==> config.mk <==
export PLATFORM = sky130hd
export DESIGN_NAME = bpr_queue
export DESIGN_NICKNAME = d
export VERILOG_FILES = /design/src/rtl/bmp_pixel_row_decoder_top_defines.svh /design/src/rtl/bpr_pkg.sv /design/src/rtl/bpr_queue.sv
export SDC_FILE = /design/constraint.sdc
export NUM_CORES = 1
export LEC_CHECK = 0
export ABC_CLOCK_PERIOD_IN_PS = 4050
export BUFFER_PORTS_ARGS = -buffer_cell sky130_fd_sc_hd__buf_2
export CORE_UTILIZATION = 55
export DETAILED_ROUTE_END_ITERATION = 16
export PLACE_DENSITY_LB_ADDON = 0.12
export SLEW_MARGIN = 0
export SYNTH_ARGS = -nofsm -noshare
export SYNTH_HDL_FRONTEND = slang
export SYNTH_SLANG_ARGS = --single-unit
export TNS_END_PERCENT = 5
==> constraint.sdc <==
create_clock -name aclk -period 4.05 [get_ports aclk]
set_input_delay 1.215 -clock aclk [delete_from_list [all_inputs] [get_ports aclk]]
set_output_delay 1.215 -clock aclk [all_outputs]
set_load 0.05 [all_outputs]
==> src/rtl/bmp_pixel_row_decoder_top_defines.svh <==
// assertion macros shared by the bmp pixel row decoder
`ifndef BMP_PIXEL_ROW_DECODER_TOP_DEFINES_SVH
`define BMP_PIXEL_ROW_DECODER_TOP_DEFINES_SVH

`ifndef ASSERT_OFF
// property checked while out of reset
`define BPR_ASSERT_DIS(lbl, clk, rst_n, prop, msg) \
    lbl: assert property (@(posedge clk) disable iff (!rst_n) prop) else $error(msg);
// property checked at every edge, reset included
`define BPR_ASSERT_ALWAYS(lbl, clk, prop, msg) \
    lbl: assert property (@(posedge clk) prop) else $error(msg);
`else
`define BPR_ASSERT_DIS(lbl, clk, rst_n, prop, msg)
`define BPR_ASSERT_ALWAYS(lbl, clk, prop, msg)
`endif

`endif

==> src/rtl/bpr_pkg.sv <==
// types and constants of the bmp pixel row decoder
package bpr_pkg;

    localparam int DEF_PALETTE_DEPTH = 256;
    localparam int DEF_MAX_WIDTH     = 4096;
    localparam int DEF_MAX_HEIGHT    = 4096;

    localparam int CFG_ADDR_W  = 4;
    localparam int CFG_DATA_W  = 32;
    localparam int QUEUE_DEPTH = 4;
    localparam int POS_W       = 12;

    // register indexes (byte address 4*index)
    localparam logic [1:0] REG_DEPTH  = 2'd0;
    localparam logic [1:0] REG_WIDTH  = 2'd1;
    localparam logic [1:0] REG_HEIGHT = 2'd2;

    localparam logic [2:0]  DEPTH_RESET  = 3'd3;
    localparam logic [12:0] DIM_RESET    = 13'd1;
    localparam logic [7:0]  ALPHA_OPAQUE = 8'hFF;

    typedef enum logic [2:0] {
        DEPTH_1  = 3'd0,
        DEPTH_4  = 3'd1,
        DEPTH_8  = 3'd2,
        DEPTH_24 = 3'd3,
        DEPTH_32 = 3'd4
    } depth_t;

    typedef enum logic [1:0] {
        JOB_PALETTE,
        JOB_INDEXED,
        JOB_DIRECT
    } job_kind_t;

    typedef struct packed {
        logic        mode;
        logic [7:0]  palette_index;
        logic [31:0] palette_word;
        logic [7:0]  data_byte;
    } in_item_t;

    typedef struct packed {
        logic [7:0]       red;
        logic [7:0]       green;
        logic [7:0]       blue;
        logic [7:0]       alpha;
        logic [POS_W-1:0] pixel_column;
        logic [POS_W-1:0] pixel_row;
        logic             frame_end;
        logic             run_last;
    } out_item_t;

    // one classified item between front and back
    typedef struct packed {
        job_kind_t        kind;
        depth_t           depth;
        logic [7:0]       index_byte;
        logic [31:0]      word;
        logic [7:0]       pal_addr;
        logic [2:0]       last_k;
        logic [POS_W-1:0] column;
        logic [POS_W-1:0] row;
        logic             frame_end;
    } job_t;

    typedef struct packed {
        depth_t depth;
        logic   restart;
    } cfg_ctl_t;

endpackage

==> src/rtl/bpr_queue.sv <==
// short job queue between front and back
module bpr_queue (
    input  logic          aclk,
    input  logic          aresetn,
    input  logic          push,
    input  bpr_pkg::job_t push_job,
    output logic          full,
    input  logic          pop,
    output logic          head_valid,
    output bpr_pkg::job_t head_job
);
    import bpr_pkg::*;

    localparam int PTR_W = $clog2(QUEUE_DEPTH);
    localparam int CNT_W = $clog2(QUEUE_DEPTH + 1);

    job_t             mem_reg [QUEUE_DEPTH];
    logic [PTR_W-1:0] wr_ptr_reg;
    logic [PTR_W-1:0] rd_ptr_reg;
    logic [CNT_W-1:0] count_reg;

    assign full       = count_reg == CNT_W'(QUEUE_DEPTH);
    assign head_valid = count_reg != '0;
    assign head_job   = mem_reg[rd_ptr_reg];

    // storage
    always_ff @(posedge aclk) begin
        if (push) begin
            mem_reg[wr_ptr_reg] <= push_job;
        end
    end

    // pointers and fill count
    always_ff @(posedge aclk) begin
        if (!aresetn) begin
            wr_ptr_reg <= '0;
            rd_ptr_reg <= '0;
            count_reg  <= '0;
        end else begin
            if (push) begin
                wr_ptr_reg <= (wr_ptr_reg == PTR_W'(QUEUE_DEPTH - 1)) ? '0 : wr_ptr_reg + PTR_W'(1);
            end
            if (pop) begin
                rd_ptr_reg <= (rd_ptr_reg == PTR_W'(QUEUE_DEPTH - 1)) ? '0 : rd_ptr_reg + PTR_W'(1);
            end
            if (push && !pop) begin
                count_reg <= count_reg + CNT_W'(1);
            end else if (pop && !push) begin
                count_reg <= count_reg - CNT_W'(1);
            end
        end
    end

endmodule

==> results.json <==
{
  "cts_resized": 0,
  "fill_cells": 1434,
  "cts.clk_slew.worst_paths_ns": 0.06,
  "io_pins": 168,
  "vdd_drop_max_mv": 0.408,
  "period_needed_ns": 3.53,
  "cts.sinks": 333,
  "antenna_left": 0,
  "yosys-top-cells-area": "edfxtp_1 (80%), mux4_2 (15%), dfxtp_1 (1.5%)",
  "regToRegEndpoint": "mem_reg[3][1]",
  "netlist_instances": 467,
  "drc": 0,
  "multi_input_area_um2": 2100,
  "place_congestion": 0.698,
  "portBuffers": 167,
  "syn_to_final_growth_pct": 17.7,
  "nets": 751,
  "end_kind": "primary output",
  "antenna_found_initial": 2,
  "drt_iter0_drc": 265,
  "grt_pass1_wl_um": 31500,
  "slowest_stage": "dfxtp_4",
  "dieWidth_um": 151,
  "drtPass1Iterations": 4,
  "min_to": "count_reg[2]",
  "p_leak_nw": 4.87,
  "fin_crit_sh_pct": 87.3,
  "cts_hold_buf": 0,
  "synth_seq_cells": 333,
  "synth_area_per_cell_um2": 26.2,
  "vias": 5371,
  "largest_reg_flops": 324,
  "synth-seq-area-share_pct": 81.0,
  "ys_types": 22,
  "grt_max_degree": 53,
  "die-area_um2": 22800,
  "synth_area_leader_cell": "edfxtp_1",
  "dpl.hpwl_um": 12200,
  "tritoncts": "yes",
  "grt_util_all_layers_pct": 18.9,
  "reg2reg_from": "wr_ptr_reg[0]",
  "tightest_slew_ns": 0.550,
  "hold_violations": 0,
  "wl_per_cell_um": 21.5,
  "regArea_um2": 9920,
  "slew_headroom_pct": 63.3,
  "core-area_um2": 21800,
  "initial_core_util_pct": 56.0,
  "worst-path-buf-inv": 2,
  "power_density_nw_per_um2": 545,
  "holdPathStages": 2,
  "grt_remaining_overflow": 0,
  "clock_latency_ns": 0.49,
  "r2r_cells": 3,
  "total_power_mw": 7.85,
  "hold_class": "reg2reg",
  "rsz0062_at_grt": "no",
  "max_cap_violations": 0,
  "clock_skew_ns": 0.00597,
  "crit_path_cell_trace": "buf_12 -> mux4_2 -> buf_2",
  "crit_fanout": 35,
  "fmax_mhz": 283,
  "cts_buffers": 34,
  "r2r_slack_ns": 2.23,
  "tns_ns": 0,
  "crit_required_ns": 2.83,
  "final-instance-count-excl-fill": 962,
  "placedCellCount": 903,
  "finalSetupViolations": 0,
  "critPathKind": "reg2out",
  "clk_path_buf_depth": 3,
  "wl_um": 20700,
  "fp.dieH_um": 151,
  "yosys_warnings": 0,
  "synthesis.nets": 559,
  "status": "finished clean",
  "cts_root_buf": "clkbuf_16",
  "hold_start": "count_reg[2]",
  "final-max-slew-violation-count": 0,
  "startpoint_type": "flop",
  "post_cts_buffers": 0,
  "path_delay_family": "flip-flops",
  "grt_pass1_vias": 5660,
  "crit_path_max_incr_delay_ns": 0.64,
  "synth_top_area_share_pct": 79.6,
  "drive_gt1_share_pct": 44.8,
  "placed_cell_area_um2": 13400,
  "netlist_area_um2": 12200,
  "rows": 54,
  "htreeDepth": 2,
  "via_per_inst": 5.58,
  "design_area_um2": 14400,
  "crit_arrival_ns": 2.32,
  "hold-worst-slack_ns": 0.517
}
worst min-delay path, stage by stage (launching register included):
cell,delay (ns)
dfxtp_1,0.33
o21ai_0,0.07
a21boi_0,0.07
Yosys cell counts:
library cell	n
nor2b_1	5
buf_2	8
fa_1	1
buf_6	1
edfxtp_1	324
xor2_1	1
and2_1	5
mux2i_1	4
inv_1	4
o21a_1	1
nor2_1	1
dfxtp_1	9
or3_1	2
xnor2_1	1
nor3b_1	1
clkbuf_1	1
ha_1	6
nor3_1	1
buf_12	8
o21ai_0	1
mux4_2	81
a21boi_0	1
routing by layer:
layer	GRT usage [%]	share of wire [%]
met5	0	0
met4	5.90	1.8
met3	5.21	6.5
met2	30.7	51
met1	25.1	41
layout by cell type, fill, tap and decap left out, types with 2 or more instances in the layout:
cell type / count
edfxtp_1: 324
buf_2: 167
mux4_2: 81
clkbuf_16: 37
clkinv_1: 7
clkbuf_1: 7
dfxtp_1: 7
buf_12: 7
ha_1: 6
clkinv_2: 6
nor2b_1: 5
inv_1: 4
and2_4: 4
mux2i_1: 4
or3_1: 2
dfxtp_4: 2
cell families (layout without fill, tap and decap cells):
logic type | after synthesis | after routing | synth area share, %
adders and majority gates | 7 | 7 | 0.778
other | 0 | 1 | 0
AOI/OAI and AO/OA | 3 | 3 | 0.164
DFF | 333 | 333 | 81.0
buffers and inverters | 22 | 236 | 1.88
and+or+nand+nor | 15 | 15 | 0.747
xor gates and xnor gates | 2 | 2 | 0.143
muxes | 85 | 85 | 15.2
worst max path at each step:
stage	from	endpoint	slack, ns	cells after the start
after floorplan	push	mem_reg[0][0]	0.50	1
after global placement	flop	head_job[4]	0.98	3
after detailed placement	flop	head_job[50]	0.96	3
after CTS	flop	head_job[4]	0.41	3
after global routing	flop	head_job[50]	0.37	3
final	flop	head_job[4]	0.52	3
layout make-up:
type | instances | share of cell area, %
antenna | 1 | 0.0174
clock buffer | 44 | 6.61
clock inverter | 14 | 0.600
inverter | 4 | 0.104
multi-input combinational | 112 | 14.6
sequential | 333 | 68.9
tap | 280 | 2.43
timing repair buffer | 174 | 6.78
power by group:
group / total, mW / internal (mW) / switching, mW
combinational: 0.965 / 0.294 / 0.670
clock: 2.88 / 1.71 / 1.17
sequential: 4.00 / 3.95 / 0.0558
total: 7.85 / 5.95 / 1.89
metrics by stage:
step / utilization (%) / setup slack (ns)
after detailed placement: 61.2 / 0.955
after global placement: 61.2 / 0.978
after floorplan: - / 0.502
final: 66.0 / 0.516
after global routing: 66.0 / 0.372
after CTS: 66.0 / 0.410
No activity file was read; power rests on OpenSTA's default activity.
