<file path="src/rtl/bmp_pixel_row_decoder_top_defines.svh">
// assertion macros shared by the bmp pixel row decoder
`ifndef BMP_PIXEL_ROW_DECODER_TOP_DEFINES_SVH
`define BMP_PIXEL_ROW_DECODER_TOP_DEFINES_SVH

`ifndef ASSERT_OFF
// property checked while out of reset
`define BPR_ASSERT_DIS(lbl, clk, rst_n, prop, msg) \
    lbl: assert property (@(posedge clk) disable iff (!rst_n) prop) else $error(msg);
// property checked at every edge, reset included
`define BPR_ASSERT_ALWAYS(lbl, clk, prop, msg) \
    lbl: assert property (@(posedge clk) prop) else $error(msg);
`else
`define BPR_ASSERT_DIS(lbl, clk, rst_n, prop, msg)
`define BPR_ASSERT_ALWAYS(lbl, clk, prop, msg)
`endif

`endif

</file>
<file path="src/rtl/bpr_pkg.sv">
// types and constants of the bmp pixel row decoder
package bpr_pkg;

    localparam int DEF_PALETTE_DEPTH = 256;
    localparam int DEF_MAX_WIDTH     = 4096;
    localparam int DEF_MAX_HEIGHT    = 4096;

    localparam int CFG_ADDR_W  = 4;
    localparam int CFG_DATA_W  = 32;
    localparam int QUEUE_DEPTH = 4;
    localparam int POS_W       = 12;

    // register indexes (byte address 4*index)
    localparam logic [1:0] REG_DEPTH  = 2'd0;
    localparam logic [1:0] REG_WIDTH  = 2'd1;
    localparam logic [1:0] REG_HEIGHT = 2'd2;

    localparam logic [2:0]  DEPTH_RESET  = 3'd3;
    localparam logic [12:0] DIM_RESET    = 13'd1;
    localparam logic [7:0]  ALPHA_OPAQUE = 8'hFF;

    typedef enum logic [2:0] {
        DEPTH_1  = 3'd0,
        DEPTH_4  = 3'd1,
        DEPTH_8  = 3'd2,
        DEPTH_24 = 3'd3,
        DEPTH_32 = 3'd4
    } depth_t;

    typedef enum logic [1:0] {
        JOB_PALETTE,
        JOB_INDEXED,
        JOB_DIRECT
    } job_kind_t;

    typedef struct packed {
        logic        mode;
        logic [7:0]  palette_index;
        logic [31:0] palette_word;
        logic [7:0]  data_byte;
    } in_item_t;

    typedef struct packed {
        logic [7:0]       red;
        logic [7:0]       green;
        logic [7:0]       blue;
        logic [7:0]       alpha;
        logic [POS_W-1:0] pixel_column;
        logic [POS_W-1:0] pixel_row;
        logic             frame_end;
        logic             run_last;
    } out_item_t;

    // one classified item between front and back
    typedef struct packed {
        job_kind_t        kind;
        depth_t           depth;
        logic [7:0]       index_byte;
        logic [31:0]      word;
        logic [7:0]       pal_addr;
        logic [2:0]       last_k;
        logic [POS_W-1:0] column;
        logic [POS_W-1:0] row;
        logic             frame_end;
    } job_t;

    typedef struct packed {
        depth_t depth;
        logic   restart;
    } cfg_ctl_t;

endpackage

</file>
<file path="src/rtl/bpr_cfg.sv">
// configuration registers and derived image settings
module bpr_cfg #(
    parameter int MAX_WIDTH  = 4096,
    parameter int MAX_HEIGHT = 4096,
    parameter int COL_W      = 13,
    parameter int ROW_W      = 13
) (
    input  logic                            aclk,
    input  logic                            aresetn,
    input  logic                            psel,
    input  logic                            penable,
    input  logic                            pwrite,
    input  logic [bpr_pkg::CFG_ADDR_W-1:0]  paddr,
    input  logic [bpr_pkg::CFG_DATA_W-1:0]  pwdata,
    output logic [bpr_pkg::CFG_DATA_W-1:0]  prdata,
    output logic                            pready,
    output bpr_pkg::cfg_ctl_t               ctl,
    output logic [COL_W-1:0]                eff_width,
    output logic [ROW_W-1:0]                eff_height
);
    import bpr_pkg::*;

    logic [2:0]  depth_reg;
    logic [12:0] width_reg;
    logic [12:0] height_reg;
    logic [1:0]  reg_index;
    logic        wr_en;

    assign reg_index = paddr[CFG_ADDR_W-1:2];
    assign wr_en     = psel & penable & pwrite;
    assign pready    = 1'b1;

    // register writes
    always_ff @(posedge aclk) begin
        if (!aresetn) begin
            depth_reg  <= DEPTH_RESET;
            width_reg  <= DIM_RESET;
            height_reg <= DIM_RESET;
        end else if (wr_en) begin
            unique case (reg_index)
                REG_DEPTH:  depth_reg  <= pwdata[2:0];
                REG_WIDTH:  width_reg  <= pwdata[12:0];
                REG_HEIGHT: height_reg <= pwdata[12:0];
                default: ;
            endcase
        end
    end

    // read mux
    always_comb begin
        unique case (reg_index)
            REG_DEPTH:  prdata = CFG_DATA_W'(depth_reg);
            REG_WIDTH:  prdata = CFG_DATA_W'(width_reg);
            REG_HEIGHT: prdata = CFG_DATA_W'(height_reg);
            default:    prdata = '0;
        endcase
    end

    // any write to a known register restarts the frame
    always_comb begin
        ctl.restart = wr_en && (reg_index == REG_DEPTH || reg_index == REG_WIDTH ||
                                reg_index == REG_HEIGHT);
        priority if (depth_reg > DEPTH_32) begin
            ctl.depth = DEPTH_32;
        end else begin
            ctl.depth = depth_t'(depth_reg);
        end
    end

    // clamp width and height into their legal range
    always_comb begin
        priority if (width_reg == '0) begin
            eff_width = COL_W'(1);
        end else if (32'(width_reg) > MAX_WIDTH) begin
            eff_width = COL_W'(MAX_WIDTH);
        end else begin
            eff_width = COL_W'(width_reg);
        end
        priority if (height_reg == '0) begin
            eff_height = ROW_W'(1);
        end else if (32'(height_reg) > MAX_HEIGHT) begin
            eff_height = ROW_W'(MAX_HEIGHT);
        end else begin
            eff_height = ROW_W'(height_reg);
        end
    end

endmodule

</file>
<file path="config.mk">
export PLATFORM = sky130hd
export DESIGN_NAME = bpr_cfg
export DESIGN_NICKNAME = d
export VERILOG_FILES = /design/src/rtl/bmp_pixel_row_decoder_top_defines.svh /design/src/rtl/bpr_pkg.sv /design/src/rtl/bpr_cfg.sv
export SDC_FILE = /design/constraint.sdc
export NUM_CORES = 1
export LEC_CHECK = 0
export BUFFER_PORTS_ARGS = -buffer_cell sky130_fd_sc_hd__buf_2
export CAP_MARGIN = 20
export CORE_MARGIN = 4
export CORE_UTILIZATION = 39
export CTS_CLUSTER_DIAMETER = 80
export DETAILED_ROUTE_END_ITERATION = 10
export PLACE_DENSITY = 0.75
export SLEW_MARGIN = 5
export SYNTH_ARGS = -nofsm -noshare
export SYNTH_HDL_FRONTEND = slang
export SYNTH_SLANG_ARGS = --single-unit
</file>
<file path="constraint.sdc">
create_clock -name aclk -period 1.1 [get_ports aclk]
set_clock_uncertainty 0.2 [all_clocks]
set_input_delay 0.11 -clock aclk [delete_from_list [all_inputs] [get_ports aclk]]
set_output_delay 0.11 -clock aclk [all_outputs]
set_load 0.02 [all_outputs]
</file>
==> results.yml <==
cts:
  clock-root-buffer: "clkbuf_8"
  cts_tree: "built"
  clock_latency_ns: 0.29
  htree_levels: 2
  clockBufferDepth: 2
  cts_sinks: 29
  numCtsBuffers: 5
  clkTransAtPathRegs_ns: 0.07
  cts_hold_buf: 12
pwr:
  combPwrFrac_pct: 19.3
  seq_power_share_pct: 41.9
  p_per_area_nw_per_um2: 799
  p_leak_nw: 1.44
  switching_share_pct: 27.8
  switchingPower_w: 0.000716
  clockPowerShare_pct: 38.8
  vdd_ir_drop_max_mv: 0.698
  intPower_w: 0.00186
global_routing:
  grt_start_max_net_pins: 25
  grt.total_usage_pct: 22.3
  grt_first_pass_wirelength_mm: 9.20
  grt_pass1_vias: 1816
  antenna_found_initial: 0
  overflow: 0
status:
  status: "complete, but fails checks"
  failed_checks: "negative hold slack, negative setup slack"
sta:
  drv_slew: 0
  setup_viol: 43
  layout_min_cycle_time_ns: 1.69
  hold_ws_ns: -0.0754
  setup_slack_ns: -0.593
  rsz0062_at_grt: "yes"
  finalHoldViolations: 3
  fin_crit_sh_pct: 154
  max_freq_mhz: 591
synth:
  syn_area_per_cell_um2: 8.63
  ys_warn_count: 0
  synth_area_um2: 1720
  synthDistinctLibCells: 23
  ys_seq_elements: 29
  synthCells: 199
  yosysSeqAreaShare_pct: 33.8
route:
  drt_iter0_drc: 98
  via_count: 1770
  drt_first_pass_iters: 4
  drc_errors: 0
  wire_per_inst_um: 17.7
  routed_wl_mm: 6.37
  routed_via_density: 4.93
  ant_nets: 0
worst_setup_path:
  endpoint_kind: "primary output"
  regToRegSetupSlack_ns: 0.06
  crit_path_max_incr_delay_ns: 0.34
  startpoint_type: "flip-flop"
  reg2reg_depth: 4
  r2r-start: "width_reg[1]"
  path_cells: "nor4_4 -> a31oi_1 -> nor2_2 -> buf_6"
  critPathBufInv: 1
  worst-path-max-fanout: 2
  critical_path_arrival_ns: 1.38
  crit_slowest_cell: "dfxtp_2"
  crit_type: "flip-flop to primary output"
  crit_required_ns: 0.79
  crit_family: "simple AND/OR/NAND/NOR gates"
  r2r-end: "width_reg[1]"
floorplanning:
  io_pins: 104
  rows: 23
  die_h_um: 74.4
  die_area_um2: 5530
  fp.dieW_um: 74.4
  initial_core_util_pct: 41.7
  core_region_area_um2: 4120
place:
  placed_cell_area_um2: 2420
  place_congestion: 0.807
  dp_slack_ns: -0.330
  hpwl_mm: 3.94
  placed_cells: 333
  io_buffers: 62
hold_path:
  holdPathStages: 3
  hp-start: "pwdata[0]"
  hold_class: "input port to flip-flop"
  min_to: "depth_reg[0]"
finish:
  final_common_cell: "buf_6"
  mostFrequentLayoutCells: "56 x buf_6, 40 x nand2_1, 30 x mux2i_1, 25 x buf_4, 23 x dfxtp_2"
  diodes: 0
  num-nets-final: 349
  stdcell_area_um2: 3220
  syn_to_final_growth_pct: 87.5
  layout-drive-gt1-share_pct: 60.2
  fin_cells: 359
run:
  maxCapViolations: 0
-- repair_timing --
action,4_1_cts,5_1_grt
setup buffers,2,6
gates cloned,0,0
endpoints found under the setup margin,42,44
pin swaps,10,8
resized for setup,125,40
hold endpoints to repair,29,2
-- through the flow --
stage | util (%) | setup TNS [ns] | total power (W) | hold WS (ns)
after floorplan | - | -1.56 | 0.00141 | 0.0670
after global placement | 58.9 | -8.33 | 0.00149 | 0.194
after detailed placement | 58.9 | -8.70 | 0.00149 | 0.194
after CTS | 74.1 | -11.10 | 0.00252 | -0.0685
after global routing | 78.3 | -13.19 | 0.00264 | -0.0552
final | 78.3 | -12.10 | 0.00257 | -0.0754
-- logic make-up (layout without fill, tap and decap cells) --
kind of cell           after synthesis  after routing  synth area share, %
flip-flops                          29             29                 33.8
multiplexers                        31             31                 18.1
AND/OR/NAND/NOR                     82             82                 25.7
other                                2             20                0.437
AO/OA/AOI/OAI                       18             18                 7.87
buffers and inverters               37            129                 14.1
-- worst max-delay path by stage --
stage | from | depth (start not counted) | slack [ns] | endpoint
3_3_place_gp | height_reg[6] | 4 | -0.31 | eff_height[0]
5_1_grt | width_reg[1] | 4 | -0.62 | eff_width[0]
2_1_floorplan | width_reg[4] | 3 | -0.11 | eff_width[0]
3_5_place_dp | height_reg[6] | 4 | -0.33 | eff_height[0]
4_1_cts | height_reg[10] | 4 | -0.53 | eff_height[0]
6_report | height_reg[10] | 4 | -0.59 | eff_height[0]
-- synthesized netlist by cell type --
library cell | n | area share [%]
nor4_1 | 4 | 1.5
nand3_4 | 1 | 1.0
mux2i_1 | 31 | 18
or3_1 | 1 | 0.36
nor2_1 | 2 | 0.44
nand2_1 | 40 | 8.7
buf_6 | 1 | 0.66
nor3_1 | 2 | 0.58
inv_1 | 1 | 0.22
a31oi_1 | 2 | 0.73
conb_1 | 2 | 0.44
clkbuf_1 | 10 | 2.2
a21oi_1 | 1 | 0.29
o31ai_1 | 1 | 0.44
buf_4 | 22 | 9.6
nor2b_1 | 30 | 11
a22o_1 | 10 | 5.1
dfxtp_1 | 29 | 34
buf_8 | 1 | 0.87
buf_2 | 2 | 0.58
nor3b_4 | 2 | 2.2
o21ai_0 | 3 | 0.87
o211ai_1 | 1 | 0.44
-- worst reg2reg max path, stage by stage, from the launching register on --
cell and delay, ns:
dfxtp_2 0.34, buf_4 0.11, buf_6 0.10, nand2_1 0.05, mux2i_1 0.16
-- area by class of cell --
type / count / area (µm²)
multi-input cells: 151 / 1260
repair buffers: 120 / 1180
fillers: 257 / 895
flip-flops and latches: 29 / 617
clock buffers: 7 / 96.3
well taps: 50 / 62.6
clock inverters: 1 / 5.00
inverters: 1 / 3.75
-- power by group through the flow --
stage	sequential, W	clock [W]	combinational (W)
after CTS	0.00108	0.000977	0.000469
final	0.00108	0.000998	0.000497
after detailed placement	0.00110	0	0.000394
after global routing	0.00108	0.00104	0.000527
after global placement	0.00110	0	0.000390
after floorplan	0.00110	0	0.000309
-- per-layer routing --
metal	GRT usage [%]	wire (µm)	share of wire [%]	up-vias
met2	38.3	3270	51	65
li1	-	-	-	841
met3	5.41	375	5.9	15
met1	26.7	2540	40	849
met4	8.30	179	2.8	0
met5	0	0	0	-
Power figures use the tool's default switching activity.
