<file path="config.mk">
export PLATFORM = sky130hd
export DESIGN_NAME = bpr_front
export DESIGN_NICKNAME = d
export VERILOG_FILES = /design/src/rtl/bmp_pixel_row_decoder_top_defines.svh /design/src/rtl/bpr_pkg.sv /design/src/rtl/bpr_front.sv
export SDC_FILE = /design/constraint.sdc
export NUM_CORES = 1
export LEC_CHECK = 0
export BUFFER_PORTS_ARGS = -buffer_cell sky130_fd_sc_hd__buf_2
export CAP_MARGIN = 10
export CELL_PAD_IN_SITES_DETAIL_PLACEMENT = 0
export CELL_PAD_IN_SITES_GLOBAL_PLACEMENT = 1
export CORE_ASPECT_RATIO = 0.5
export CORE_MARGIN = 8
export CORE_UTILIZATION = 40
export DETAILED_ROUTE_END_ITERATION = 10
export PLACE_DENSITY_LB_ADDON = 0.1
export SYNTH_ARGS = -nofsm -noshare
export SYNTH_HDL_FRONTEND = slang
export SYNTH_SLANG_ARGS = --single-unit
export TNS_END_PERCENT = 50
</file>
<file path="constraint.sdc">
create_clock -name aclk -period 7 [get_ports aclk]
set_input_delay 0.7 -clock aclk [delete_from_list [all_inputs] [get_ports aclk]]
set_output_delay 0.7 -clock aclk [all_outputs]
set_load 0.005 [all_outputs]
</file>
<file path="src/rtl/bmp_pixel_row_decoder_top_defines.svh">
// assertion macros shared by the bmp pixel row decoder
`ifndef BMP_PIXEL_ROW_DECODER_TOP_DEFINES_SVH
`define BMP_PIXEL_ROW_DECODER_TOP_DEFINES_SVH

`ifndef ASSERT_OFF
// property checked while out of reset
`define BPR_ASSERT_DIS(lbl, clk, rst_n, prop, msg) \
    lbl: assert property (@(posedge clk) disable iff (!rst_n) prop) else $error(msg);
// property checked at every edge, reset included
`define BPR_ASSERT_ALWAYS(lbl, clk, prop, msg) \
    lbl: assert property (@(posedge clk) prop) else $error(msg);
`else
`define BPR_ASSERT_DIS(lbl, clk, rst_n, prop, msg)
`define BPR_ASSERT_ALWAYS(lbl, clk, prop, msg)
`endif

`endif

</file>
<file path="src/rtl/bpr_pkg.sv">
// types and constants of the bmp pixel row decoder
package bpr_pkg;

    localparam int DEF_PALETTE_DEPTH = 256;
    localparam int DEF_MAX_WIDTH     = 4096;
    localparam int DEF_MAX_HEIGHT    = 4096;

    localparam int CFG_ADDR_W  = 4;
    localparam int CFG_DATA_W  = 32;
    localparam int QUEUE_DEPTH = 4;
    localparam int POS_W       = 12;

    // register indexes (byte address 4*index)
    localparam logic [1:0] REG_DEPTH  = 2'd0;
    localparam logic [1:0] REG_WIDTH  = 2'd1;
    localparam logic [1:0] REG_HEIGHT = 2'd2;

    localparam logic [2:0]  DEPTH_RESET  = 3'd3;
    localparam logic [12:0] DIM_RESET    = 13'd1;
    localparam logic [7:0]  ALPHA_OPAQUE = 8'hFF;

    typedef enum logic [2:0] {
        DEPTH_1  = 3'd0,
        DEPTH_4  = 3'd1,
        DEPTH_8  = 3'd2,
        DEPTH_24 = 3'd3,
        DEPTH_32 = 3'd4
    } depth_t;

    typedef enum logic [1:0] {
        JOB_PALETTE,
        JOB_INDEXED,
        JOB_DIRECT
    } job_kind_t;

    typedef struct packed {
        logic        mode;
        logic [7:0]  palette_index;
        logic [31:0] palette_word;
        logic [7:0]  data_byte;
    } in_item_t;

    typedef struct packed {
        logic [7:0]       red;
        logic [7:0]       green;
        logic [7:0]       blue;
        logic [7:0]       alpha;
        logic [POS_W-1:0] pixel_column;
        logic [POS_W-1:0] pixel_row;
        logic             frame_end;
        logic             run_last;
    } out_item_t;

    // one classified item between front and back
    typedef struct packed {
        job_kind_t        kind;
        depth_t           depth;
        logic [7:0]       index_byte;
        logic [31:0]      word;
        logic [7:0]       pal_addr;
        logic [2:0]       last_k;
        logic [POS_W-1:0] column;
        logic [POS_W-1:0] row;
        logic             frame_end;
    } job_t;

    typedef struct packed {
        depth_t depth;
        logic   restart;
    } cfg_ctl_t;

endpackage

</file>
<file path="src/rtl/bpr_front.sv">
// front end: accepts items, tracks row position and gathers direct-color pixels
module bpr_front #(
    parameter int COL_W = 13,
    parameter int ROW_W = 13
) (
    input  logic               aclk,
    input  logic               aresetn,
    input  logic               s_valid,
    output logic               s_ready,
    input  bpr_pkg::in_item_t  s_item,
    input  bpr_pkg::cfg_ctl_t  ctl,
    input  logic [COL_W-1:0]   eff_width,
    input  logic [ROW_W-1:0]   eff_height,
    input  logic               q_full,
    output logic               q_push,
    output bpr_pkg::job_t      q_job
);
    import bpr_pkg::*;

    localparam int RB_W = COL_W + 3;

    logic [RB_W-1:0]  rbc_reg, rbc_next;
    logic [COL_W-1:0] col_reg, col_next;
    logic [ROW_W-1:0] row_reg, row_next;
    logic [23:0]      partial_reg, partial_next;
    logic [1:0]       bip_reg, bip_next;

    logic [COL_W+4:0] row_bits;
    logic [COL_W+5:0] row_bits_rnd;
    logic [RB_W-1:0]  row_bytes;
    logic [RB_W-1:0]  rbc_inc;
    logic [COL_W:0]   remaining;
    logic [3:0]       per_byte;
    logic [3:0]       n_pix;
    logic             in_row;
    logic             is_indexed;
    logic             row_last;
    logic             row_done;
    logic [1:0]       bip_last;
    logic             pixel_done;
    logic [23:0]      partial_or;
    logic [7:0]       alpha;
    logic             accept;
    logic             data_accept;

    assign s_ready     = !q_full;
    assign accept      = s_valid & s_ready;
    assign data_accept = accept & s_item.mode;

    // padded row length in bytes
    always_comb begin
        unique case (ctl.depth)
            DEPTH_1:  row_bits = (COL_W+5)'(eff_width);
            DEPTH_4:  row_bits = (COL_W+5)'(eff_width) << 2;
            DEPTH_8:  row_bits = (COL_W+5)'(eff_width) << 3;
            DEPTH_24: row_bits = ((COL_W+5)'(eff_width) << 4) + ((COL_W+5)'(eff_width) << 3);
            default:  row_bits = (COL_W+5)'(eff_width) << 5;
        endcase
        row_bits_rnd = (COL_W+6)'(row_bits) + (COL_W+6)'(31);
        row_bytes    = {row_bits_rnd[COL_W+5:5], 2'b00};
    end

    // classification of the byte
    always_comb begin
        is_indexed = (ctl.depth == DEPTH_1) || (ctl.depth == DEPTH_4) || (ctl.depth == DEPTH_8);
        unique case (ctl.depth)
            DEPTH_1: per_byte = 4'd8;
            DEPTH_4: per_byte = 4'd2;
            default: per_byte = 4'd1;
        endcase
        in_row    = col_reg < eff_width;
        remaining = {1'b0, eff_width} - {1'b0, col_reg};
        if (remaining >= (COL_W+1)'(per_byte)) begin
            n_pix = per_byte;
        end else begin
            n_pix = remaining[3:0];
        end
        row_last   = row_reg == (eff_height - ROW_W'(1));
        bip_last   = (ctl.depth == DEPTH_24) ? 2'd2 : 2'd3;
        pixel_done = bip_reg == bip_last;
        partial_or = partial_reg | 24'({16'b0, s_item.data_byte} << {bip_reg, 3'b000});
        alpha      = (ctl.depth == DEPTH_24) ? ALPHA_OPAQUE : s_item.data_byte;
        rbc_inc    = rbc_reg + RB_W'(1);
        row_done   = rbc_inc >= row_bytes;
    end

    // job toward the back end
    always_comb begin
        q_push = accept && (!s_item.mode || (in_row && (is_indexed || pixel_done)));
        q_job.depth      = ctl.depth;
        q_job.index_byte = s_item.data_byte;
        q_job.pal_addr   = s_item.palette_index;
        q_job.last_k     = 3'(n_pix - 4'd1);
        q_job.column     = POS_W'(col_reg);
        q_job.row        = POS_W'(row_reg);
        if (!s_item.mode) begin
            q_job.kind      = JOB_PALETTE;
            q_job.word      = s_item.palette_word;
            q_job.frame_end = 1'b0;
        end else if (is_indexed) begin
            q_job.kind      = JOB_INDEXED;
            q_job.word      = s_item.palette_word;
            q_job.frame_end = row_last && (remaining == (COL_W+1)'(n_pix));
        end else begin
            q_job.kind      = JOB_DIRECT;
            q_job.word      = {alpha, partial_or};
            q_job.frame_end = row_last && (remaining == (COL_W+1)'(1));
        end
    end

    // position and partial pixel update
    always_comb begin
        rbc_next     = rbc_reg;
        col_next     = col_reg;
        row_next     = row_reg;
        partial_next = partial_reg;
        bip_next     = bip_reg;
        if (ctl.restart) begin
            rbc_next     = '0;
            col_next     = '0;
            row_next     = '0;
            partial_next = '0;
            bip_next     = '0;
        end else if (data_accept) begin
            if (row_done) begin
                rbc_next     = '0;
                col_next     = '0;
                partial_next = '0;
                bip_next     = '0;
                row_next     = row_last ? '0 : row_reg + ROW_W'(1);
            end else begin
                rbc_next = rbc_inc;
                if (in_row) begin
                    if (is_indexed) begin
                        col_next = col_reg + COL_W'(n_pix);
                    end else if (pixel_done) begin
                        col_next     = col_reg + COL_W'(1);
                        partial_next = '0;
                        bip_next     = '0;
                    end else begin
                        partial_next = partial_or;
                        bip_next     = bip_reg + 2'd1;
                    end
                end
            end
        end
    end

    always_ff @(posedge aclk) begin
        if (!aresetn) begin
            rbc_reg     <= '0;
            col_reg     <= '0;
            row_reg     <= '0;
            partial_reg <= '0;
            bip_reg     <= '0;
        end else begin
            rbc_reg     <= rbc_next;
            col_reg     <= col_next;
            row_reg     <= row_next;
            partial_reg <= partial_next;
            bip_reg     <= bip_next;
        end
    end

endmodule

</file>
==> metrics.yaml <==
fmax_mhz: 177.3
grt_usage: 0.1965
maxSlewViolCount: 0
cts_resized: 0
nets: 1144
cts-buffers-inserted: 9
tritoncts: "done"
post_cts_buffers: 0
area_growth_syn_to_layout_pct: 13.20
yosysTopAreaCell: "dfxtp_1"
portBuffers: 149
grt_util_met3: 0.03163
syn_inst: 919
dp_hpwl_microns: 17140
root_buffer: "clkbuf_16"
rows: 33
place_ws_ps: 895.2
criticalPathCategory: "in2reg"
powerDensity_nw_per_um2: 143.8
finalCritPeriodShare: 0.8059
maxCapViolations: 0
clock_path_buffers: 2
dieHeight_microns: 108.3
whs_path_depth: 2
avgSynthCellArea_sq_um: 7.419
power_mw: 1.110
top_usage_layer: "met2"
antenna_found_initial: 0
netSwitchingPower_mw: 0.3328
synth.distinct_cells: 75
hp-class: "reg2reg"
fin_crit_ps: 5641
synth-seq-area-share: 0.1997
cts_max_level: 3
firstDrtPassIters: 5
ff2ff_path_depth: 20
tightest_slew_ps: 975.0
end_kind: "flop"
synth-seq-cells: 68
power_frac_comb: 0.258
synth_most_common_cell: "a21oi_1"
crit_required_ps: 7260
via_per_inst: 5.632
largest_register_ffs: 24
initial_core_util: 0.4128
clock_skew_ps: 8.242
vias: 6967
p_int_mw: 0.7770
met2_usage: 0.3004
synth_common_cells: "a21oi_1, nor2_1, dfxtp_1, ha_1, nand2_1"
grt_max_degree: 58
peakVddDrop_mv: 0.1309
worstSkewPairLatency_ps: 330
r2r_end: "col_reg[12]$_SDFFE_PP0P_"
grt_pass1_wl_microns: 35710
netlist_area_sq_um: 6818
synthFlopType: "dfxtp_1"
dp_cells: 1221
async_flop_share: 0
finalSetupViolations: 0
ioPinCount: 166
yosys-top-cells-area: "dfxtp_1, ha_1, a21oi_1"
hold_path.startpoint: "partial_reg[7]$_SDFFE_PP0P_"
antenna_left: 0
grt_pass1_vias: 6624
syn_nets: 1057
power.leakage_nw: 3.237
clkTransAtPathRegs_ps: 60
instances_no_fill: 1237
synth_edf_count: 0
reg2reg_from: "col_reg[1]$_SDFFE_PP0P_"
power_switching_share: 0.2999
finalHoldViolCount: 0
drive_gt1_frac: 0.1743
crit_arrival_ps: 5900
worst_slew_margin_rel: 0.3476
die_x_microns: 200.6
wirelength_microns: 22040
ys_warn_count: 0
drtIter0Drc: 446
cp-start-kind: "input port"
design.core.area_sq_um: 16520
status: "complete, no violations"
r2r_slack_ps: 1400
worstPathMaxFanout: 17
hold_buffers: 0
diodes: 0
grt_use_met1: 0.2852
drc: 0
fin_util: 0.4673
clkPwrFrac: 0.392
grt-ovfl-total: 0
place_congestion: 0.8542
fin_tns_setup_ps: 0
sequentialPowerShare: 0.351
wire_per_inst_microns: 17.82
die_area_sq_um: 21730
min_delay_worst_endpoint: "partial_reg[7]$_SDFFE_PP0P_"
rsz0062_at_grt: "false"
clock-sinks: 68
setup_slack_ps: 1359
synth_top_cell_area_share: 0.1997
## stage by stage
| step | hold WS (ps) | cell area (sq um) |
|---|---|---|
| after global routing | 502.1 | 7717 |
| after detailed placement | 461.3 | 7426 |
| after floorplan | 437.6 | 6818 |
| final | 473.2 | 7717 |
| after CTS | 474.0 | 7710 |
| after global placement | 448.3 | 7426 |
## placed cells by master (no fill, tap or decap), types with 4 or more instances in the layout
| cell type | Yosys | routed |
|---|---|---|
| nand3_1 | 27 | 27 |
| a21o_1 | 16 | 16 |
| nor3_1 | 17 | 17 |
| nand2b_1 | 10 | 10 |
| a2bb2oi_1 | 4 | 4 |
| dfxtp_1 | 68 | 68 |
| a21oi_1 | 107 | 107 |
| a22o_1 | 10 | 10 |
| and3_1 | 18 | 18 |
| buf_2 | 4 | 149 |
| mux2i_1 | 6 | 6 |
| o22a_1 | 8 | 8 |
| clkbuf_16 | 0 | 9 |
| a2111oi_0 | 4 | 4 |
| a31oi_1 | 21 | 21 |
| a211o_1 | 6 | 6 |
| o211ai_1 | 9 | 9 |
| a22oi_1 | 7 | 7 |
| xor2_1 | 26 | 26 |
| mux2_1 | 4 | 4 |
| a221oi_1 | 5 | 5 |
| ha_1 | 52 | 52 |
| nand2_1 | 52 | 52 |
| nor2b_1 | 19 | 18 |
| o21ai_0 | 33 | 33 |
| or3_1 | 10 | 10 |
| nand4_1 | 16 | 16 |
| o21bai_1 | 5 | 5 |
| a211oi_1 | 4 | 4 |
| nand3b_1 | 10 | 10 |
| or4_1 | 4 | 4 |
| and2_1 | 5 | 5 |
| xnor2_1 | 42 | 42 |
| o21a_1 | 6 | 6 |
| o21ai_1 | 14 | 14 |
| nor4_1 | 8 | 8 |
| buf_4 | 43 | 5 |
| nor2_1 | 102 | 102 |
| inv_1 | 37 | 37 |
## critical path: stages
cell and delay (ps):
buf_2 160, ha_1 220, fa_1 400, a21o_1 190
a221oi_1 550, o21ai_1 170, xnor2_1 150, a221oi_1 430
nand3b_1 200, nand4b_1 270, or2_1 260, ha_1 300
nand4_1 90, or2_1 250, nand3_1 320, buf_4 310
o22ai_1 240, or4_1 520, a21oi_1 140
## per-layer routing
| metal | share of wire | vias to the layer above |
|---|---|---|
| met5 | 0 | - |
| met4 | 0.0092 | 0 |
| met3 | 0.047 | 14 |
| met2 | 0.41 | 187 |
| met1 | 0.53 | 3266 |
| li1 | - | 3500 |
## power by group through the flow
stage               combinational, mW  clock [mW]  sequential, mW
floorplan                       0.186           0           0.397
global placement                0.282           0           0.397
detailed placement              0.284           0           0.397
CTS                             0.286       0.445           0.389
global route                    0.320       0.463           0.389
finish                          0.286       0.435           0.389
## layout make-up
type                    instances  area [sq um]
clock buffers                  11         232.7
fillers                      1732          8798
well taps                     227         284.0
inverters                      38         142.6
clock inverters                 4         51.30
flip-flops and latches         68          1361
multi-input cells             735          4862
repair buffers                154         783.3
## worst max path at each step
stage	startpoint	to	slack, ps
detailed placement	eff_width[1]	partial_reg[2]$_SDFFE_PP0P_	900
global route	eff_width[1]	col_reg[6]$_SDFFE_PP0P_	870
CTS	eff_width[1]	partial_reg[22]$_SDFFE_PP0P_	1230
floorplan	eff_width[1]	col_reg[12]$_SDFFE_PP0P_	1910
global placement	eff_width[1]	partial_reg[17]$_SDFFE_PP0P_	1000
finish	eff_width[1]	col_reg[12]$_SDFFE_PP0P_	1360
## cells by family (layout without fill, tap and decap cells)
| kind of cell | count (synthesis) | after routing | synth area share |
|---|---|---|---|
| simple gates | 316 | 316 | 0.2340 |
| compound gates | 284 | 284 | 0.2661 |
| buf+inv | 116 | 207 | 0.08827 |
| xor+xnor | 68 | 68 | 0.08736 |
| flops | 68 | 68 | 0.1997 |
| fa+ha+maj | 55 | 55 | 0.1042 |
| mux | 12 | 12 | 0.02037 |
Note: power is estimated with default switching activity, not from simulation.
